<file path="src/rtl/core/xob64_pkg.sv">
`default_nettype none

package xob64_pkg;

  // Obfuscation mask: ~b ^ 0xAA equals b ^ 0x55
  localparam logic [7:0] OBF_MASK = 8'hAA;
  localparam logic [7:0] PAD_CHAR = 8'h3D;  // '='

  // Default depth of the request queue between front and back
  localparam int unsigned QUEUE_DEPTH_DEF = 2;

  // Characters per request
  localparam int unsigned CHARS_PER_REQ = 4;

  // Position of the next byte inside its 3-byte group
  localparam logic [1:0] PH_0 = 2'd0;
  localparam logic [1:0] PH_1 = 2'd1;
  localparam logic [1:0] PH_2 = 2'd2;
  localparam logic [1:0] PH_3 = 2'd3;  // never reached, handled as PH_0

  // One request for the back end: up to four ready-made characters
  typedef struct packed {
    logic [CHARS_PER_REQ-1:0][7:0] chars;
    logic [1:0]                    last_idx;
    logic                          final_flag;
  } xob64_req_t;

  // Front end state, exported for checking
  typedef struct packed {
    logic [1:0] phase;
    logic [3:0] held;
  } xob64_sts_t;

  // Sextet to Base64 ASCII, standard alphabet
  function automatic logic [7:0] b64_char(input logic [5:0] v);
    logic [7:0] c;
    c = {2'b00, v};
    if (v < 6'd26) begin
      return 8'h41 + c;
    end else if (v < 6'd52) begin
      return 8'h47 + c;
    end else if (v < 6'd62) begin
      return c - 8'd4;
    end else if (v == 6'd62) begin
      return 8'h2B;
    end else begin
      return 8'h2F;
    end
  endfunction

endpackage

`default_nettype wire

</file>
<file path="src/rtl/core/xob64_ifs.sv">
`default_nettype none

// Byte channel into the encoder
interface xob64_in_if;
  logic       valid;
  logic       ready;
  logic [7:0] data_byte;
  logic       final_byte;

  modport source (output valid, output data_byte, output final_byte, input ready);
  modport sink   (input valid, input data_byte, input final_byte, output ready);
endinterface

// Character channel out of the encoder
interface xob64_out_if;
  logic       valid;
  logic       ready;
  logic [7:0] out_char;
  logic       final_char;

  modport source (output valid, output out_char, output final_char, input ready);
  modport sink   (input valid, input out_char, input final_char, output ready);
endinterface

`default_nettype wire

</file>
<file path="src/rtl/core/xob64_front.sv">
`default_nettype none

module xob64_front
  import xob64_pkg::*;
(
  input  wire logic    clk,
  input  wire logic    rst_n,
  xob64_in_if.sink     in_if,
  input  wire logic    q_full,
  output logic         push,
  output xob64_req_t   req,
  output xob64_sts_t   sts
);

  logic [1:0] phase_r, phase_nxt;
  logic [3:0] held_r,  held_nxt;
  logic [1:0] ph_a;
  logic [3:0] held_a;
  logic [7:0] obf;
  logic       accept;

  assign in_if.ready = !q_full;
  assign accept      = in_if.valid && !q_full;
  assign push        = accept;
  assign sts         = '{phase: phase_r, held: held_r};

  // Classify the byte against the group phase and build its character request
  always_comb begin
    obf            = ~in_if.data_byte ^ OBF_MASK;
    req.chars      = {CHARS_PER_REQ{PAD_CHAR}};
    req.last_idx   = 2'd0;
    req.final_flag = in_if.final_byte;
    ph_a           = PH_0;
    held_a         = 4'd0;

    unique case (phase_r)
      PH_1: begin
        req.chars[0] = b64_char({held_r[1:0], obf[7:4]});
        held_a       = obf[3:0];
        ph_a         = PH_2;
      end
      PH_2: begin
        req.chars[0] = b64_char({held_r, obf[7:6]});
        req.chars[1] = b64_char(obf[5:0]);
        req.last_idx = 2'd1;
        held_a       = 4'd0;
        ph_a         = PH_0;
      end
      PH_0, PH_3: begin
        req.chars[0] = b64_char(obf[7:2]);
        held_a       = {2'b00, obf[1:0]};
        ph_a         = PH_1;
      end
    endcase

    // Flush leftover bits and pad to a full group on the last byte
    if (in_if.final_byte) begin
      unique case (ph_a)
        PH_1: begin
          req.chars[1] = b64_char({held_a[1:0], 4'b0000});
          req.last_idx = 2'd3;
        end
        PH_2: begin
          req.chars[1] = b64_char({held_a, 2'b00});
          req.last_idx = 2'd2;
        end
        PH_0, PH_3: begin
        end
      endcase
      phase_nxt = PH_0;
      held_nxt  = 4'd0;
    end else begin
      phase_nxt = ph_a;
      held_nxt  = held_a;
    end
  end

  always_ff @(posedge clk) begin
    if (!rst_n) begin
      phase_r <= PH_0;
      held_r  <= 4'd0;
    end else if (accept) begin
      phase_r <= phase_nxt;
      held_r  <= held_nxt;
    end
  end

endmodule

`default_nettype wire

</file>
<file path="src/rtl/core/xob64_fifo.sv">
`default_nettype none

module xob64_fifo
  import xob64_pkg::*;
#(
  parameter int unsigned DEPTH = QUEUE_DEPTH_DEF
) (
  input  wire logic        clk,
  input  wire logic        rst_n,
  input  wire logic        push,
  input  wire xob64_req_t  push_req,
  output logic             full,
  input  wire logic        pop,
  output logic             not_empty,
  output xob64_req_t       pop_req
);

  localparam int unsigned AW = $clog2(DEPTH);

  xob64_req_t    slot_r [DEPTH];
  logic [AW:0]   wr_ptr_r, rd_ptr_r;

  assign full      = (wr_ptr_r[AW] != rd_ptr_r[AW]) &&
                     (wr_ptr_r[AW-1:0] == rd_ptr_r[AW-1:0]);
  assign not_empty = (wr_ptr_r != rd_ptr_r);
  assign pop_req   = slot_r[rd_ptr_r[AW-1:0]];

  // Storage
  always_ff @(posedge clk) begin
    if (push) begin
      slot_r[wr_ptr_r[AW-1:0]] <= push_req;
    end
  end

  // Pointers, one wrap bit above the index
  always_ff @(posedge clk) begin
    if (!rst_n) begin
      wr_ptr_r <= '0;
      rd_ptr_r <= '0;
    end else begin
      if (push) wr_ptr_r <= wr_ptr_r + 1'b1;
      if (pop)  rd_ptr_r <= rd_ptr_r + 1'b1;
    end
  end

endmodule

`default_nettype wire

</file>
<file path="src/rtl/core/xob64_back.sv">
`default_nettype none

module xob64_back
  import xob64_pkg::*;
(
  input  wire logic        clk,
  input  wire logic        rst_n,
  input  wire logic        q_valid,
  input  wire xob64_req_t  q_req,
  output logic             pop,
  xob64_out_if.source      out_if
);

  xob64_req_t cur_r;
  logic       cur_valid_r, cur_valid_nxt;
  logic [1:0] idx_r, idx_nxt;
  logic       out_valid_r;
  logic [7:0] out_char_r;
  logic       final_char_r;
  logic       out_load, emit, cur_done;

  assign out_load = !out_valid_r || out_if.ready;
  assign emit     = out_load && cur_valid_r;
  assign cur_done = emit && (idx_r == cur_r.last_idx);
  assign pop      = q_valid && (!cur_valid_r || cur_done);

  assign out_if.valid      = out_valid_r;
  assign out_if.out_char   = out_char_r;
  assign out_if.final_char = final_char_r;

  // Walk the current request one character per cycle while the output is not stalled
  always_comb begin
    cur_valid_nxt = cur_valid_r;
    idx_nxt       = idx_r;
    if (pop) begin
      cur_valid_nxt = 1'b1;
      idx_nxt       = 2'd0;
    end else if (cur_done) begin
      cur_valid_nxt = 1'b0;
    end else if (emit) begin
      idx_nxt = idx_r + 2'd1;
    end
  end

  always_ff @(posedge clk) begin
    if (!rst_n) begin
      cur_valid_r <= 1'b0;
      idx_r       <= 2'd0;
      out_valid_r <= 1'b0;
    end else begin
      cur_valid_r <= cur_valid_nxt;
      idx_r       <= idx_nxt;
      if (out_load) out_valid_r <= cur_valid_r;
    end
  end

  // Payload registers
  always_ff @(posedge clk) begin
    if (pop) cur_r <= q_req;
    if (emit) begin
      out_char_r   <= cur_r.chars[idx_r];
      final_char_r <= cur_r.final_flag && (idx_r == cur_r.last_idx);
    end
  end

endmodule

`default_nettype wire

</file>
<file path="src/rtl/core/xor_obfuscate_base64_encoder.sv">
// Channel  Direction  Payload                  Handshake
// in_if    input      data_byte[7:0], final_byte  valid/ready
// out_if   output     out_char[7:0], final_char   valid/ready
//
// Each byte accepted while the queue is not full becomes one request of 1 to 4 characters.
// The back end gives one character per cycle while out_if is ready, and a long message
// averages four characters per three bytes; the output character rate sets the pace.
// A byte's characters pass the queue slot, the current request and the output register.
// Reset is synchronous, active low, and empties the queue and the output register.
// Input and output stall independently; the queue holds QUEUE_DEPTH requests.
`default_nettype none

module xor_obfuscate_base64_encoder
  import xob64_pkg::*;
#(
  parameter int unsigned QUEUE_DEPTH = QUEUE_DEPTH_DEF
) (
  input  wire logic    clk,
  input  wire logic    rst_n,
  xob64_in_if.sink     in_if,
  xob64_out_if.source  out_if
);

  xob64_req_t push_req, pop_req;
  xob64_sts_t front_sts;
  logic       push, q_full, q_valid, pop;

  xob64_front u_front (
    .clk   (clk),
    .rst_n (rst_n),
    .in_if (in_if),
    .q_full(q_full),
    .push  (push),
    .req   (push_req),
    .sts   (front_sts)
  );

  xob64_fifo #(
    .DEPTH(QUEUE_DEPTH)
  ) u_fifo (
    .clk      (clk),
    .rst_n    (rst_n),
    .push     (push),
    .push_req (push_req),
    .full     (q_full),
    .pop      (pop),
    .not_empty(q_valid),
    .pop_req  (pop_req)
  );

  xob64_back u_back (
    .clk    (clk),
    .rst_n  (rst_n),
    .q_valid(q_valid),
    .q_req  (pop_req),
    .pop    (pop),
    .out_if (out_if)
  );

`ifndef SYNTH
  // Output register is empty right after reset
  a_reset_out: assert property (@(posedge clk) !rst_n |=> !out_if.valid)
    else $error("output valid after reset");

  // A final byte returns the group to its start
  a_final_phase: assert property (@(posedge clk) disable iff (!rst_n)
    (in_if.valid && in_if.ready && in_if.final_byte) |=> (front_sts.phase == PH_0))
    else $error("phase not cleared after final byte");

  // No leftover bits at the start of a group
  a_phase0_held: assert property (@(posedge clk) disable iff (!rst_n)
    (front_sts.phase == PH_0) |-> (front_sts.held == 4'd0))
    else $error("held bits at group start");

  // A request is never popped from an empty queue
  a_pop_valid: assert property (@(posedge clk) disable iff (!rst_n)
    pop |-> q_valid)
    else $error("pop from empty queue");
`endif

endmodule

`default_nettype wire

</file>
<file path="src/flat_wrapper.sv">
// flat-port wrapper written by rule: the top's interface ports become plain ports
module xor_obfuscate_base64_encoder_flat import xob64_pkg::*;
#(
  parameter int unsigned QUEUE_DEPTH = QUEUE_DEPTH_DEF
)
  (clk, rst_n, in_if_valid, in_if_data_byte, in_if_final_byte, in_if_ready, out_if_valid, out_if_out_char, out_if_final_char, out_if_ready);
  xob64_in_if in_if_i ();
  xob64_out_if out_if_i ();
  input  wire logic clk;
  input  wire logic rst_n;
  input wire logic [$bits(in_if_i.valid)-1:0] in_if_valid;
  input wire logic [$bits(in_if_i.data_byte)-1:0] in_if_data_byte;
  input wire logic [$bits(in_if_i.final_byte)-1:0] in_if_final_byte;
  output wire logic [$bits(in_if_i.ready)-1:0] in_if_ready;
  output wire logic [$bits(out_if_i.valid)-1:0] out_if_valid;
  output wire logic [$bits(out_if_i.out_char)-1:0] out_if_out_char;
  output wire logic [$bits(out_if_i.final_char)-1:0] out_if_final_char;
  input wire logic [$bits(out_if_i.ready)-1:0] out_if_ready;
  assign in_if_i.valid = in_if_valid;
  assign in_if_i.data_byte = in_if_data_byte;
  assign in_if_i.final_byte = in_if_final_byte;
  assign in_if_ready = in_if_i.ready;
  assign out_if_valid = out_if_i.valid;
  assign out_if_out_char = out_if_i.out_char;
  assign out_if_final_char = out_if_i.final_char;
  assign out_if_i.ready = out_if_ready;
  xor_obfuscate_base64_encoder #(.QUEUE_DEPTH(QUEUE_DEPTH)) u_core (.clk(clk), .rst_n(rst_n), .in_if(in_if_i), .out_if(out_if_i));
endmodule
</file>
<file path="config.mk">
export PLATFORM = sky130hd
export DESIGN_NAME = xor_obfuscate_base64_encoder_flat
export DESIGN_NICKNAME = d
export VERILOG_FILES = /design/src/rtl/core/xob64_pkg.sv /design/src/rtl/core/xob64_ifs.sv /design/src/rtl/core/xob64_front.sv /design/src/rtl/core/xob64_fifo.sv /design/src/rtl/core/xob64_back.sv /design/src/rtl/core/xor_obfuscate_base64_encoder.sv /design/src/flat_wrapper.sv
export SDC_FILE = /design/constraint.sdc
export NUM_CORES = 1
export LEC_CHECK = 0
export BUFFER_PORTS_ARGS = -buffer_cell sky130_fd_sc_hd__buf_2
export CORE_MARGIN = 3
export CORE_UTILIZATION = 45
export DETAILED_ROUTE_END_ITERATION = 8
export PLACE_DENSITY = 0.7
export SYNTH_ARGS = -nofsm -noshare
export SYNTH_HDL_FRONTEND = slang
export SYNTH_SLANG_ARGS = --single-unit
</file>
<file path="constraint.sdc">
create_clock -name clk -period 5.4 [get_ports clk]
set_clock_uncertainty 0.15 [all_clocks]
set_input_delay 0.81 -clock clk [delete_from_list [all_inputs] [get_ports clk]]
set_output_delay 0.81 -clock clk [all_outputs]
set_load 0.005 [all_outputs]
</file>
==> metrics.csv <==
metric,value,unit
ys_ff_latch,80,
yosysSeqAreaShare,45.7,%
r2r_slack,2.23,ns
synth.cell_area,4950,um^2
place_inst,626,
nets,536,
initialDrtViolationCount,308,
critPathMaxStageDelay,0.71,ns
grt_pass1_vias,3674,
worstMarginPinSlew,1.12,ns
worstHoldStart,u_core.u_back.cur_valid_r,
maxCapViolations,0,
required,5.41,ns
synth_top_family_by_area,compound AO/OA/AOI/OAI gates,
worst_setup_path_end_kind,register,
setup_viol,0,
cts_tree,done,
async_reset_ff_share,0,%
max_freq,299,MHz
htree_num_levels,3,
synth_compound_area_share,17.0,%
post-cts-setup-buffer-count,0,
peakVddDrop,0.191,mV
clkLatencyLatePin,0.34,ns
areaGrowthSynthToFinish,6.77,%
routed_via_density,6.04,
synth_ff_type,edfxtp_1,
synthSimpleGateAreaFrac,16.7,%
slew_violations,0,
grt_pass1_wl,18800,um
cts_root_buf,clkbuf_8,
vias,3880,
cts-hold-fix-buffers,0,
finalCritPeriodShare,61.9,%
grt_max_degree,23,
stdcell_count,642,
dpl.hpwl,8080,um
antennaDiodeCount,0,
crit_type,in -> reg,
synth_edf_count,66,
syn_area_per_cell,9.98,um^2
rsz0062_at_grt,false,
slew_headroom,25.1,%
outcome,completed,
r2r_cells,9,
grt_util_all_layers,18.6,%
clkTransAtPathRegs,0.08,ns
die_w,111,um
hold_viol_final,0,
hold_class,reg -> reg,
powerDensity,364,nW/um^2
crit_arrival,3.35,ns
initial_core_util,47.1,%
cp-start-kind,input port,
drcViolationCount,0,
holdPathStages,2,
cp_max_fo,14,
antenna_found_initial,0,
syn_nets,531,
worstPathCellList,buf_2 > inv_1 > ha_1 > a21o_1 > a21oi_1 > o21ai_0 > a32o_1 > a32oi_1,
layout-drive-gt1-share,12.8,%
num_rows,37,
grt.overflow.total,0,
wl_per_cell,17.8,um
die_y,111,um
routabilityCongestion,0.912,
critPathTopFamily,compound AO/OA/AOI/OAI gates,
netlist-cell-type-count,63,
p_leak,1.89,nW
cts_buffer_depth,2,
path_buf_inv,2,
dieArea,12300,um^2
ys_warn_count,0,
ios,24,
nFillCells,935,
numCtsBuffers,9,
crit-reg2reg-launch,u_core.u_front.phase_r[0],
synthCells,496,
post_cts_resized,0,
synthAdderAreaFrac,5.56,%
min_to,u_core.u_back.out_if.valid,
wl,11400,um
numClockSinks,80,
tns,0,ns
worst_path_max_delay_cell,a21oi_1,
drt-pass1-iter-count,5,
synth-xor-area-share,3.89,%
placed_area,5120,um^2
utilization,50.3,%
fp.coreArea,10500,um^2
period_needed,3.34,ns
final_antenna_net_count,0,
portBuffers,23,
synth_mux_area_share,6.62,%
rr_endpoint,u_core.u_fifo.slot_r[0][14],
finalInstanceArea,5290,um^2
synthesized netlist by cell type, drive strengths merged, types with 3 or more instances:
library cell / count / share of area (%)
nor2b: 18 / 2.3
and2: 3 / 0.38
xnor2: 18 / 3.2
o31ai: 4 / 0.61
a21oi: 34 / 3.5
a21o: 3 / 0.45
nand2b: 9 / 1.1
a22oi: 3 / 0.45
a21boi: 4 / 0.68
mux2i: 8 / 1.6
or3: 4 / 0.51
nor4: 4 / 0.51
nand3: 17 / 1.7
o21a: 5 / 0.76
xor2: 4 / 0.71
edfxtp: 66 / 40
a2111oi: 3 / 0.53
buf: 16 / 1.6
ha: 22 / 5.6
mux2: 22 / 5.0
a211o: 5 / 0.88
nor2: 36 / 2.7
clkbuf: 15 / 1.1
o211ai: 5 / 0.76
a31oi: 6 / 0.76
nor3: 15 / 1.5
nand3b: 4 / 0.61
dfxtp: 14 / 5.7
a211oi: 6 / 0.91
o21ai: 26 / 2.6
nand2: 30 / 2.3
and3: 4 / 0.51
inv: 23 / 1.7
nor3b: 6 / 0.91
sequential cells by signal (all words and copies together) (netlist names):
signal                           count
u_core.u_back.out_if.valid           1
u_core.u_back.idx_r                  2
u_core.u_fifo.slot_r                38
u_core.u_fifo.rd_ptr_r               2
u_core.u_front.phase_r               2
u_core.u_back.cur_r                 19
u_core.u_fifo.wr_ptr_r               2
u_core.u_back.out_if.out_char        8
u_core.u_back.out_if.final_char      1
u_core.u_front.held_r                4
u_core.u_back.cur_valid_r            1
cell usage in the layout, fill, tap and decap left out, types with 3 or more instances in the layout:
| cell type | instances |
|---|---|
| edfxtp_1 | 66 |
| nor2_1 | 36 |
| a21oi_1 | 33 |
| nand2_1 | 30 |
| o21ai_0 | 26 |
| inv_1 | 23 |
| buf_2 | 23 |
| mux2_2 | 22 |
| ha_1 | 22 |
| xnor2_1 | 18 |
| nor2b_1 | 18 |
| nand3_1 | 17 |
| nor3_1 | 15 |
| dfxtp_1 | 14 |
| clkbuf_8 | 10 |
| nand2b_1 | 9 |
| mux2i_1 | 8 |
| nor3b_1 | 6 |
| a211oi_1 | 6 |
| a31oi_1 | 6 |
| o21a_1 | 5 |
| o211ai_1 | 5 |
| a211o_1 | 5 |
| xor2_1 | 4 |
| o31ai_1 | 4 |
| or3_1 | 4 |
| nor4_1 | 4 |
| nand3b_1 | 4 |
| and3_1 | 4 |
| a2111oi_0 | 3 |
| a21o_1 | 3 |
| a22oi_1 | 3 |
| and2_1 | 3 |
| inv_4 | 3 |
stage by stage:
| step | worst slack [ns] | hold WS [ns] | power, mW |
|---|---|---|---|
| 6_report | 2.06 | 0.351 | 1.92 |
| 5_1_grt | 1.83 | 0.411 | 2.04 |
| 4_1_cts | 2.11 | 0.352 | 1.93 |
| 3_5_place_dp | 1.75 | 0.342 | 1.55 |
| 3_3_place_gp | 1.90 | 0.322 | 1.54 |
| 2_1_floorplan | 2.52 | 0.305 | 1.39 |
report_power, final:
part	switching (mW)	leakage (nW)	internal, mW
registers	0.0866	0.730	0.908
logic	0.310	1.06	0.232
clock network	0.207	0.0943	0.179
cell families (layout without fill, tap and decap cells):
group | Yosys count | after routing
XOR/XNOR | 22 | 22
AO/OA/AOI/OAI | 127 | 127
flip-flops | 80 | 80
buffers and inverters | 55 | 65
adder cells (fa/ha/maj) | 22 | 22
multiplexers | 30 | 30
AND/OR/NAND/NOR | 160 | 160
worst max-delay path by stage:
stage	startpoint	end	slack [ns]	cells after the start
finish	in_if_data_byte[2]	u_core.u_fifo.slot_r[0][14]	2.06	8
CTS	in_if_data_byte[2]	u_core.u_fifo.slot_r[1][14]	2.11	8
global route	in_if_data_byte[2]	u_core.u_fifo.slot_r[0][14]	1.83	8
floorplan	in_if_data_byte[7]	u_core.u_fifo.slot_r[0][8]	2.52	9
detailed placement	in_if_data_byte[2]	u_core.u_fifo.slot_r[0][14]	1.75	8
global placement	in_if_data_byte[2]	u_core.u_fifo.slot_r[0][14]	1.90	8
tightest hold or removal path: cells and delay by family, from the launching register on:
kind	cells	cell delay [ns]
simple gates	2	0.14
flops	1	0.32
cell type report:
type,instances,area [um^2],area share (%)
Tap cell,136,170,3.22
Timing Repair Buffer,25,130,2.46
Clock inverter,5,28.8,0.544
Sequential cell,80,2260,42.8
Multi-Input combinational cell,361,2460,46.6
Clock buffer,11,141,2.67
Inverter,24,90.1,1.70
layer usage:
metal | wire, um | vias up | GRT usage (%)
li1 | - | 1838 | -
met1 | 5100 | 1851 | 25.7
met2 | 5510 | 167 | 30.2
met3 | 578 | 24 | 2.29
met4 | 215 | 0 | 6.73
met5 | 0 | - | 0
Power figures use the tool's default switching activity.
